<file path="src/hw/rtl/tcc_pkg.sv">
// ----------------------------------------------------------------------------
// tcc_pkg : shared types and constants of the text clause chunker
// Field widths, item types, register indexes and reset values.
// ----------------------------------------------------------------------------
package tcc_pkg;

    localparam int OFFSET_BITS    = 32;
    localparam int LENGTH_BITS    = 16;
    localparam int CFG_INDEX_BITS = 4;
    localparam int CFG_DATA_BITS  = 16;
    localparam int COUNT_BITS     = 16;

    // register indexes on the configuration port
    localparam logic [CFG_INDEX_BITS-1:0] CFG_MAX_CHUNK_SIZE = CFG_INDEX_BITS'(0);
    localparam logic [CFG_INDEX_BITS-1:0] CFG_MAX_CHUNKS     = CFG_INDEX_BITS'(1);

    localparam logic [CFG_DATA_BITS-1:0] MAX_CHUNK_SIZE_RESET = CFG_DATA_BITS'(256);
    localparam logic [CFG_DATA_BITS-1:0] MAX_CHUNKS_RESET     = CFG_DATA_BITS'(65535);

    typedef struct packed {
        logic [7:0] text_byte;
        logic       last_byte;
    } text_item_t;

    typedef struct packed {
        logic [OFFSET_BITS-1:0] chunk_offset;
        logic [LENGTH_BITS-1:0] chunk_length;
        logic                   chunk_present;
        logic                   end_of_text;
    } chunk_item_t;

    // up to two result items written to the queue in one cycle
    typedef struct packed {
        logic [1:0]  count;
        chunk_item_t first;
        chunk_item_t second;
    } chunk_push_t;

endpackage

</file>
<file path="src/hw/rtl/tcc_core.sv">
// ----------------------------------------------------------------------------
// tcc_core : input register, split trackers and per-byte step logic
// Holds one text byte, decides splits from running trackers and hands up to
// two chunk items per byte to the result queue.
// ----------------------------------------------------------------------------
module tcc_core
    import tcc_pkg::*;
(
    input  logic                      clk,
    input  logic                      rst_n,
    input  logic                      text_valid,
    output logic                      text_stall,
    input  text_item_t                text,
    input  logic                      cfg_valid,
    input  logic [CFG_INDEX_BITS-1:0] cfg_index,
    input  logic [CFG_DATA_BITS-1:0]  cfg_data,
    input  logic                      room,
    output chunk_push_t               push
);

    localparam int CMP_BITS = (OFFSET_BITS > LENGTH_BITS) ? OFFSET_BITS : LENGTH_BITS;
    localparam logic [LENGTH_BITS-1:0] LEN_MAX = {LENGTH_BITS{1'b1}};

    typedef logic [OFFSET_BITS-1:0] pos_t;

    typedef struct packed {
        pos_t                  byte_position;
        pos_t                  chunk_start;
        logic                  skipping_space;
        pos_t                  boundary_end;
        logic                  boundary_seen;
        pos_t                  first_text_after_boundary;
        logic                  text_after_boundary_seen;
        pos_t                  space_position;
        logic                  space_seen;
        pos_t                  nonspace_end;
        logic [COUNT_BITS-1:0] chunks_emitted;
    } track_t;

    localparam track_t TRACK_RESET = '{
        byte_position:             '0,
        chunk_start:               '0,
        skipping_space:            1'b1,
        boundary_end:              '0,
        boundary_seen:             1'b0,
        first_text_after_boundary: '0,
        text_after_boundary_seen:  1'b0,
        space_position:            '0,
        space_seen:                1'b0,
        nonspace_end:              '0,
        chunks_emitted:            '0
    };

    function automatic logic is_mark(input logic [7:0] c);
        return c == 8'h2C || c == 8'h2E || c == 8'h3F || c == 8'h21
            || c == 8'h3B || c == 8'h3A;
    endfunction

    function automatic logic is_blank(input logic [7:0] c);
        return c == 8'h20 || c == 8'h09 || c == 8'h0A || c == 8'h0D;
    endfunction

    function automatic track_t open_chunk(input track_t t, input pos_t at);
        track_t r;
        r                          = t;
        r.chunk_start              = at;
        r.skipping_space           = 1'b0;
        r.boundary_seen            = 1'b0;
        r.text_after_boundary_seen = 1'b0;
        r.space_seen               = 1'b0;
        r.nonspace_end             = at;
        return r;
    endfunction

    function automatic chunk_item_t make_chunk(input pos_t off, input pos_t len);
        chunk_item_t r;
        r.chunk_offset  = off;
        r.chunk_length  = (CMP_BITS'(len) > CMP_BITS'(LEN_MAX)) ? LEN_MAX
                                                                : LENGTH_BITS'(len);
        r.chunk_present = 1'b1;
        r.end_of_text   = 1'b0;
        return r;
    endfunction

    logic [CFG_DATA_BITS-1:0] max_chunk_size_reg;
    logic [CFG_DATA_BITS-1:0] max_chunks_reg;
    logic                     item_valid_reg;
    text_item_t               item_reg;
    track_t                   track_reg;
    track_t                   track_next;
    logic                     fire;
    logic                     accept;

    assign fire       = item_valid_reg && room;
    assign text_stall = item_valid_reg && !room;
    assign accept     = text_valid && !text_stall;

    always_comb
    begin
        track_t      t;
        logic [7:0]  c;
        pos_t        k;
        pos_t        nx;
        pos_t        len;
        pos_t        ft;
        logic        keep;
        logic [1:0]  n;
        chunk_item_t r0;
        chunk_item_t r1;
        chunk_item_t cand;

        t    = track_reg;
        c    = item_reg.text_byte;
        k    = t.byte_position;
        n    = 2'd0;
        r0   = '0;
        r1   = '0;
        cand = '0;
        nx   = k + pos_t'(1);
        len  = '0;
        ft   = '0;
        keep = 1'b0;

        // window full: split on bytes before the current one
        if (!t.skipping_space && max_chunk_size_reg != '0
            && (k - t.chunk_start) >= OFFSET_BITS'(max_chunk_size_reg))
        begin
            if (t.boundary_seen)
            begin
                cand = make_chunk(t.chunk_start, t.boundary_end - t.chunk_start);
            end
            else if (t.space_seen)
            begin
                cand = make_chunk(t.chunk_start, t.space_position - t.chunk_start);
            end
            else
            begin
                cand = make_chunk(t.chunk_start, k - t.chunk_start);
            end
            if (t.chunks_emitted < max_chunks_reg)
            begin
                r0               = cand;
                n                = 2'd1;
                t.chunks_emitted = t.chunks_emitted + COUNT_BITS'(1);
            end

            if (t.boundary_seen)
            begin
                if (t.text_after_boundary_seen)
                begin
                    ft   = t.first_text_after_boundary;
                    keep = t.space_seen
                        && (t.space_position - t.chunk_start) > (ft - t.chunk_start);
                    t.chunk_start              = ft;
                    t.boundary_seen            = 1'b0;
                    t.text_after_boundary_seen = 1'b0;
                    t.space_seen               = keep;
                end
                else if (!is_blank(c))
                begin
                    t = open_chunk(t, k);
                end
                else
                begin
                    t.skipping_space = 1'b1;
                end
            end
            else if (t.space_seen)
            begin
                nx = t.space_position + pos_t'(1);
                if (nx != k)
                begin
                    t              = open_chunk(t, nx);
                    t.nonspace_end = k;
                end
                else if (!is_blank(c))
                begin
                    t = open_chunk(t, k);
                end
                else
                begin
                    t.skipping_space = 1'b1;
                end
            end
            else
            begin
                t = open_chunk(t, k);
            end
        end

        // take in the current byte
        if (t.skipping_space && !is_blank(c))
        begin
            t = open_chunk(t, k);
        end
        if (!t.skipping_space)
        begin
            if (is_mark(c))
            begin
                t.boundary_seen            = 1'b1;
                t.boundary_end             = k + pos_t'(1);
                t.text_after_boundary_seen = 1'b0;
                t.nonspace_end             = k + pos_t'(1);
            end
            else if (is_blank(c))
            begin
                t.space_seen     = 1'b1;
                t.space_position = k;
            end
            else
            begin
                t.nonspace_end = k + pos_t'(1);
                if (t.boundary_seen && !t.text_after_boundary_seen)
                begin
                    t.first_text_after_boundary = k;
                    t.text_after_boundary_seen  = 1'b1;
                end
            end
        end
        t.byte_position = k + pos_t'(1);

        if (item_reg.last_byte)
        begin
            len = t.nonspace_end - t.chunk_start;
            if (!t.skipping_space && len != '0 && max_chunk_size_reg != '0
                && t.chunks_emitted < max_chunks_reg)
            begin
                if (n == 2'd0)
                begin
                    r0 = make_chunk(t.chunk_start, len);
                end
                else
                begin
                    r1 = make_chunk(t.chunk_start, len);
                end
                n = n + 2'd1;
            end
            unique case (n)
                2'd0:
                begin
                    r0             = '0;
                    r0.end_of_text = 1'b1;
                    n              = 2'd1;
                end
                2'd1:    r0.end_of_text = 1'b1;
                default: r1.end_of_text = 1'b1;
            endcase
            t = TRACK_RESET;
        end

        track_next = t;
        push.count  = fire ? n : 2'd0;
        push.first  = r0;
        push.second = r1;
    end

    always_ff @(posedge clk or negedge rst_n)
    begin
        if (!rst_n)
        begin
            item_valid_reg     <= 1'b0;
            track_reg          <= TRACK_RESET;
            max_chunk_size_reg <= MAX_CHUNK_SIZE_RESET;
            max_chunks_reg     <= MAX_CHUNKS_RESET;
        end
        else
        begin
            if (accept)
            begin
                item_valid_reg <= 1'b1;
            end
            else if (fire)
            begin
                item_valid_reg <= 1'b0;
            end
            if (fire)
            begin
                track_reg <= track_next;
            end
            if (cfg_valid)
            begin
                if (cfg_index == CFG_MAX_CHUNK_SIZE)
                begin
                    max_chunk_size_reg <= cfg_data;
                end
                else if (cfg_index == CFG_MAX_CHUNKS)
                begin
                    max_chunks_reg <= cfg_data;
                end
            end
        end
    end

    always_ff @(posedge clk)
    begin
        if (accept)
        begin
            item_reg <= text;
        end
    end

    // the final byte always leaves at least the end marker
    a_last_gives_result: assert property (@(posedge clk) disable iff (!rst_n)
        fire && item_reg.last_byte |-> push.count != 2'd0)
        else $error("final byte produced no result item");

    a_push_only_on_fire: assert property (@(posedge clk) disable iff (!rst_n)
        !fire |-> push.count == 2'd0)
        else $error("result item pushed without a step");

    a_clear_after_last: assert property (@(posedge clk) disable iff (!rst_n)
        fire && item_reg.last_byte |=> track_reg.skipping_space
            && track_reg.byte_position == '0 && track_reg.chunks_emitted == '0)
        else $error("trackers not cleared after final byte");

endmodule

</file>
<file path="src/hw/rtl/tcc_fifo.sv">
// ----------------------------------------------------------------------------
// tcc_fifo : result queue
// Four-entry queue taking up to two chunk items a cycle and handing out one while chunk_stall is low.
// ----------------------------------------------------------------------------
module tcc_fifo
    import tcc_pkg::*;
(
    input  logic        clk,
    input  logic        rst_n,
    input  chunk_push_t push,
    output logic        room,
    output logic        chunk_valid,
    input  logic        chunk_stall,
    output chunk_item_t chunk
);

    localparam int DEPTH = 4;

    chunk_item_t mem_reg [DEPTH];
    logic [1:0]  rd_ptr_reg;
    logic [1:0]  rd_ptr_next;
    logic [1:0]  wr_ptr_reg;
    logic [1:0]  wr_ptr_next;
    logic [2:0]  count_reg;
    logic [2:0]  count_next;
    logic        pop;

    assign room        = count_reg <= 3'(DEPTH - 2);
    assign chunk_valid = count_reg != 3'd0;
    assign chunk       = mem_reg[rd_ptr_reg];
    assign pop         = chunk_valid && !chunk_stall;

    always_comb
    begin
        rd_ptr_next = rd_ptr_reg + 2'(pop);
        wr_ptr_next = wr_ptr_reg + push.count;
        count_next  = count_reg + 3'(push.count) - 3'(pop);
    end

    always_ff @(posedge clk or negedge rst_n)
    begin
        if (!rst_n)
        begin
            rd_ptr_reg <= '0;
            wr_ptr_reg <= '0;
            count_reg  <= '0;
        end
        else
        begin
            rd_ptr_reg <= rd_ptr_next;
            wr_ptr_reg <= wr_ptr_next;
            count_reg  <= count_next;
        end
    end

    always_ff @(posedge clk)
    begin
        if (push.count != 2'd0)
        begin
            mem_reg[wr_ptr_reg] <= push.first;
        end
        if (push.count == 2'd2)
        begin
            mem_reg[wr_ptr_reg + 2'd1] <= push.second;
        end
    end

    a_no_overflow: assert property (@(posedge clk) disable iff (!rst_n)
        push.count != 2'd0 |-> 3'(push.count) + count_reg <= 3'(DEPTH))
        else $error("result queue overflow");

    a_count_bound: assert property (@(posedge clk) disable iff (!rst_n)
        count_reg <= 3'(DEPTH))
        else $error("result queue count out of range");

    a_pop_drains: assert property (@(posedge clk) disable iff (!rst_n)
        pop && push.count == 2'd0 |=> count_reg == $past(count_reg) - 3'd1)
        else $error("result queue count did not drop on a lone pop");

endmodule

</file>
<file path="src/hw/rtl/text_clause_chunker_top.sv">
// ----------------------------------------------------------------------------
// text_clause_chunker_top : clause-aware text chunker
// Cuts a byte stream into chunks of bounded size, preferring clause marks,
// then whitespace, then a hard cut, and reports each as offset and length.
//
//   channel  direction  handshake            payload
//   text     in         text_valid/stall     text_byte, last_byte
//   chunk    out        chunk_valid/stall    offset, length, present, end
//   cfg      in         cfg_valid/ready      cfg_index, cfg_data
//
// One byte per cycle while text_stall is low: a byte is held in the input
// register, then the step logic updates the trackers and writes up to two
// chunk items into a four-entry queue; a result item is offered on chunk_valid
// once it is written there and is taken while chunk_stall is low.
// Bytes are stalled only while the queue has fewer than two free entries.
// Reset restores the trackers and the register defaults; no clearing pass.
// ----------------------------------------------------------------------------
module text_clause_chunker_top
    import tcc_pkg::*;
(
    input  logic                      clk,
    input  logic                      rst_n,
    input  logic                      text_valid,
    output logic                      text_stall,
    input  text_item_t                text,
    output logic                      chunk_valid,
    input  logic                      chunk_stall,
    output chunk_item_t               chunk,
    input  logic                      cfg_valid,
    output logic                      cfg_ready,
    input  logic [CFG_INDEX_BITS-1:0] cfg_index,
    input  logic [CFG_DATA_BITS-1:0]  cfg_data
);

    chunk_push_t push;
    logic        room;

    assign cfg_ready = 1'b1;

    tcc_core u_core (
        .clk        (clk),
        .rst_n      (rst_n),
        .text_valid (text_valid),
        .text_stall (text_stall),
        .text       (text),
        .cfg_valid  (cfg_valid),
        .cfg_index  (cfg_index),
        .cfg_data   (cfg_data),
        .room       (room),
        .push       (push)
    );

    tcc_fifo u_fifo (
        .clk         (clk),
        .rst_n       (rst_n),
        .push        (push),
        .room        (room),
        .chunk_valid (chunk_valid),
        .chunk_stall (chunk_stall),
        .chunk       (chunk)
    );

endmodule
</file>
<file path="config.mk">
export PLATFORM = sky130hd
export DESIGN_NAME = text_clause_chunker_top
export DESIGN_NICKNAME = d
export VERILOG_FILES = /design/src/hw/rtl/tcc_pkg.sv /design/src/hw/rtl/tcc_core.sv /design/src/hw/rtl/tcc_fifo.sv /design/src/hw/rtl/text_clause_chunker_top.sv
export SDC_FILE = /design/constraint.sdc
export NUM_CORES = 2
export LEC_CHECK = 0
export BUFFER_PORTS_ARGS = -buffer_cell sky130_fd_sc_hd__buf_2
export CAP_MARGIN = 10
export CELL_PAD_IN_SITES_DETAIL_PLACEMENT = 1
export CELL_PAD_IN_SITES_GLOBAL_PLACEMENT = 1
export CORE_ASPECT_RATIO = 0.5
export CORE_MARGIN = 2
export CORE_UTILIZATION = 54
export CTS_CLUSTER_DIAMETER = 30
export DETAILED_ROUTE_END_ITERATION = 10
export PLACE_DENSITY_LB_ADDON = 0.1
export SLEW_MARGIN = 30
export SYNTH_ARGS = -nofsm -noshare
export SYNTH_HDL_FRONTEND = slang
export SYNTH_SLANG_ARGS = --single-unit
</file>
<file path="constraint.sdc">
create_clock -name clk -period 23.6 [get_ports clk]
set_input_delay 3.54 -clock clk [delete_from_list [all_inputs] [get_ports clk]]
set_output_delay 3.54 -clock clk [all_outputs]
set_load 0.005 [all_outputs]
</file>
* Word-level counts from Yosys, hierarchy flattened
Memories as Yosys holds them, arrays and structs flattened. Index checks and enable logic that the tools add are counted.
Cells by class: add/sub/neg operators 14, order comparisons 9, equality and inequality tests 14, muxes and demuxes 59, bitwise logic cells 1, reductions and logical operators 38
Operator list (count):
- $mux 180 | 5
- $mux 50 | 8
- $mux 32 | 7
- $mux 212 | 1
- $mux 33 | 6
- $sub 32x32->32 | 5
- $mux 131 | 1
- $gt 32x16->1 const B | 4
- $mux 115 | 1
- $mux 82 | 1
- $mux 16 | 5
- $add 32x1->32 const B | 2
- $eq 8x6->1 const B | 7
- $mux 49 | 1
- $mux 48 | 1
- $mux 18 | 2
- $ge 32x16->1 | 1
- $gt 32x32->1 | 1
- $lt 16x16->1 | 2
- $ne 32x32->1 | 1
- $reduce_bool 32->1 | 1
- $eq 8x4->1 const B | 3
- $add 16x1->16 const B | 1
- $reduce_bool 16->1 | 1
- 22 further kinds | 67
Word-level totals: flip-flop bits (word level) 261, RAM bits 200, input port bits 34, output and inout port bits 53, word-level logic and storage cells 155, memories kept 1
Memory list:
- u_fifo.mem_reg | depth 4, bits a word 50, rd ports 1, clocked after Yosys merged registers in 0, wr ports 2, RTL line tcc_fifo.sv:19 | chunk_item_t mem_reg [DEPTH];

* Logic depth before layout (Yosys ltp)
depth after elaboration 31, gate-level depth with buffers 47, depth with buffers taken out 44

* Hierarchy
From an unflattened synthesis, not the netlist that was laid out.
Second synthesis, totals: cell total of the unflattened synthesis 3974, area, all modules 36676.4 um2
By module, submodules not included:
- tcc_core | times used 1, cells an instance 3447, area an instance 26634.3 um2, sequential area each 6423.7 um2
- tcc_fifo | times used 1, cells an instance 525, area an instance 10030.9 um2, sequential area each 6180.9 um2
- text_clause_chunker_top | times used 1, cells an instance 2, area an instance 11.3 um2, sequential area each 0.0 um2

* Least setup slack after synthesis
Ideal clock, no wire load.
path type flip-flop to flip-flop, start reg u_core.track_reg[180] (netlist name), end mem u_fifo.mem_reg[1][0] (netlist name) (enable), setup time 0.595 ns, arrival time 13.032 ns, data required time 23.005 ns, path slack 9.973 ns, stages on the path, launching flop included 43, path buffers 3, period minus slack after synthesis 13.627 ns, cell sequence dfrtp_1 -> clkbuf_1 -> inv_1 -> ha_1 -> fa_1 -> nand2b_1 -> a21oi_1 -> o21a_1 -> nand3_1 -> nor2_1 -> nor2_1 -> nor2b_1 -> o21ai_0 -> nand2b_1 -> xnor2_1 -> inv_1 -> ha_1 -> a21o_1 -> (+7 left out) -> a21oi_1 -> ha_1 -> o21a_1 -> o31a_1 -> nor4_1 -> or4_1 -> a31oi_1 -> a31oi_1 -> a31oi_1 -> a21bo_2 -> nand3_1 -> mux2_1 -> nand4_2 -> nor4bb_1 -> nor3b_4 -> buf_2 -> a21oi_1 -> o41ai_1
RTL lines:
- start: declaration | RTL line tcc_core.sv:89 | track_t track_reg;
- start signal: assignment | RTL line tcc_core.sv:278 | track_reg <= track_next;
- end: declaration | RTL line tcc_fifo.sv:19

==> impl_metrics.env <==
export IMPL_startpoint="u_core.track_reg[182]"
export IMPL_slew_viol_final=0
export IMPL_async_flop_share=0.547
export IMPL_grt_max_degree=164
export IMPL_grtUsageMet3=0.179
export IMPL_seq_area_frac_synth=0.355
export IMPL_use_met1=0.601
export IMPL_viasPerCell=7.18
export IMPL_clockBufferDepth=3
export IMPL_layout_commonest_cell="nand2_1"
export IMPL_io_pins=87
export IMPL_fillers=7284
export IMPL_hold_buffers=0
export IMPL_rows=66
export IMPL_drc_errors=0
export IMPL_skew_ps=57.4
export IMPL_post_route_min_period_ps=11960
export IMPL_hold_violations=0
export IMPL_grt_busiest_layer="met2"
export IMPL_cts_setup_buffers=0
export IMPL_irDropWorstVdd_v=0.000100
export IMPL_wl_microns=155000
export IMPL_drive_gt1_frac=0.135
export IMPL_power_mw=6.15
export IMPL_synth_edf_count=209
export IMPL_grt_usage=0.450
export IMPL_clk_insertion_delay_late_ps=700
export IMPL_status="completed"
export IMPL_syn_nets=4171
export IMPL_setup_tns_ps=0
export IMPL_largest_reg_flops=212
export IMPL_synth_flop_cell="dfrtp_1"
export IMPL_syn_mean_instance_area_sq_um=9.13
export IMPL_cts_tree="done"
export IMPL_vias=34928
export IMPL_crit_path_frequent_cell="a21oi_1"
export IMPL_start_kind="register"
export IMPL_cts_resized=0
export IMPL_dieHeight_microns=185
export IMPL_drtPass1Iterations=6
export IMPL_arrival_ps=12270
export IMPL_max_stage_delay_ps=830
export IMPL_synth_area_leaders="edfxtp_1 (18%), dfrtp_1 (16%), ha_1 (8.6%), nand2_1 (4.1%), o22ai_1 (3.9%)"
export IMPL_grt_pass1_vias=35130
export IMPL_dieArea_sq_um=67900
export IMPL_reg2reg_from="u_core.track_reg[182]"
export IMPL_rsz0062_at_grt="no"
export IMPL_cts_buffers=84
export IMPL_synth_seq_cells=461
export IMPL_antenna_found_initial=14
export IMPL_start_util=0.546
export IMPL_hp_start="u_core.track_reg[16]"
export IMPL_final_nets=4190
export IMPL_area_growth_pct=12.3
export IMPL_hold_path_class="register to register"
export IMPL_wl_per_cell_microns=31.8
export IMPL_regArea_sq_um=12600
export IMPL_cts_sinks=461
export IMPL_multi_input_area_sq_um=21300
export IMPL_crit_path_max_fanout=50
export IMPL_worst_hold_slack_ps=488
export IMPL_tightest_slew_ps=1200
export IMPL_synth_largest_area_cell="edfxtp_1"
export IMPL_synth_area_sq_um=35500
export IMPL_synthDistinctLibCells=104
export IMPL_coreArea_sq_um=65000
export IMPL_p_leak_nw=16.6
export IMPL_detail_route_iter0_violations=4806
export IMPL_clk_pin_slew_worst_paths_ps=50
export IMPL_drv_cap=0
export IMPL_path_buf_inv=4
export IMPL_finalSetupViolations=0
export IMPL_postRouteAntennaNets=0
export IMPL_fmaxAchievable_mhz=83.6
export IMPL_crit_path_top_delay_cell="dfrtp_1"
export IMPL_criticalPathCategory="register to register"
export IMPL_cts_root_buf="clkbuf_16"
export IMPL_finalCritPeriodShare=0.507
export IMPL_final_cell_mix="nand2_1 (391), a21oi_1 (257), ha_1 (245)"
export IMPL_grtUsageMet2=0.663
export IMPL_synth_top_area_share=0.177
export IMPL_final_util=0.613
export IMPL_gp_congestion=1.02
export IMPL_gr_total_overflow=0
export IMPL_ys_warn_count=0
export IMPL_endpoint_kind="register"
export IMPL_slew_headroom=0.195
export IMPL_io_buffers=85
export IMPL_p_per_area_nw_per_um2=154
export IMPL_cp_required_ps=23920
export IMPL_cpLargestDelayFamily="compound AO/OA/AOI/OAI gates"
export IMPL_dp_hpwl_microns=110000
export IMPL_grt_first_pass_wirelength_microns=228000
export IMPL_die_x_microns=367
export IMPL_htree_levels=3
export IMPL_netlist_instances=3886
## worst paths after layout
check | end | slack (ps) | depth (start not counted)
min | u_core.track_reg[16] | 490 | 2
max | u_fifo.mem_reg[3][22] | 11640 | 34
max in group asynchronous | u_core.track_reg[85] | 19240 | 3
max reg2reg | u_fifo.mem_reg[3][22] | 11640 | 34
min in group asynchronous | u_fifo.rd_ptr_reg[0] | 2810 | 1
min reg2reg | u_core.track_reg[16] | 490 | 2
## tightest hold or removal path, cell delays in order, from the launching register on
cell	delay, ps
dfrtp_1	340
nand2_1	50
o21ai_0	60
## cell type report
type | count | area share
timing repair buffer | 190 | 0.0316
multi-input combinational | 3010 | 0.533
inverter | 158 | 0.0149
clock inverter | 54 | 0.0193
sequential | 461 | 0.316
antenna | 5 | 0.000314
tap | 884 | 0.0277
clock buffer | 101 | 0.0566
## metal layers
layer | vias up | part of all wire
li1 | 14675 | -
met1 | 17451 | 0.40
met2 | 2399 | 0.42
met3 | 397 | 0.15
met4 | 6 | 0.030
met5 | - | 0.00034
## stage by stage
step | cells | cell area, sq um | setup WS [ps]
3_3_place_gp | 4701 | 36700 | 12480
5_1_grt | 4858 | 39900 | 11160
4_1_cts | 4856 | 39800 | 12020
2_1_floorplan | 3886 | 35500 | 9970
6_report | 4863 | 39900 | 11640
3_5_place_dp | 4701 | 36800 | 12140
## cells by family (layout without fill, tap and decap cells)
| kind of cell | after synthesis | in the layout | share of synthesized area |
|---|---|---|---|
| other cells | 1 | 6 | 0.000106 |
| flops | 461 | 461 | 0.355 |
| mux | 151 | 151 | 0.0614 |
| buf+inv | 415 | 503 | 0.0505 |
| compound gates | 1257 | 1257 | 0.233 |
| simple gates | 1151 | 1151 | 0.160 |
| fa+ha+maj | 251 | 251 | 0.0897 |
| xor+xnor | 199 | 199 | 0.0495 |
## where the power goes
group          internal [mW]  switching, mW  leakage, nW
combinational           1.36           2.30         9.85
sequential              1.05          0.132         5.32
clock                  0.826          0.486         1.46
total                   3.23           2.92         16.6
## cells in the mapped netlist (86+ instances only)
cell type	n
inv_1	157
a22o_1	86
edfxtp_1	209
xnor2_1	119
o22ai_1	222
ha_1	245
o21ai_0	243
clkbuf_1	181
nand2_1	392
dfrtp_1	234
nor2_1	222
a21oi_1	258
nand3_1	109
No activity file was read; power rests on OpenSTA's default activity.
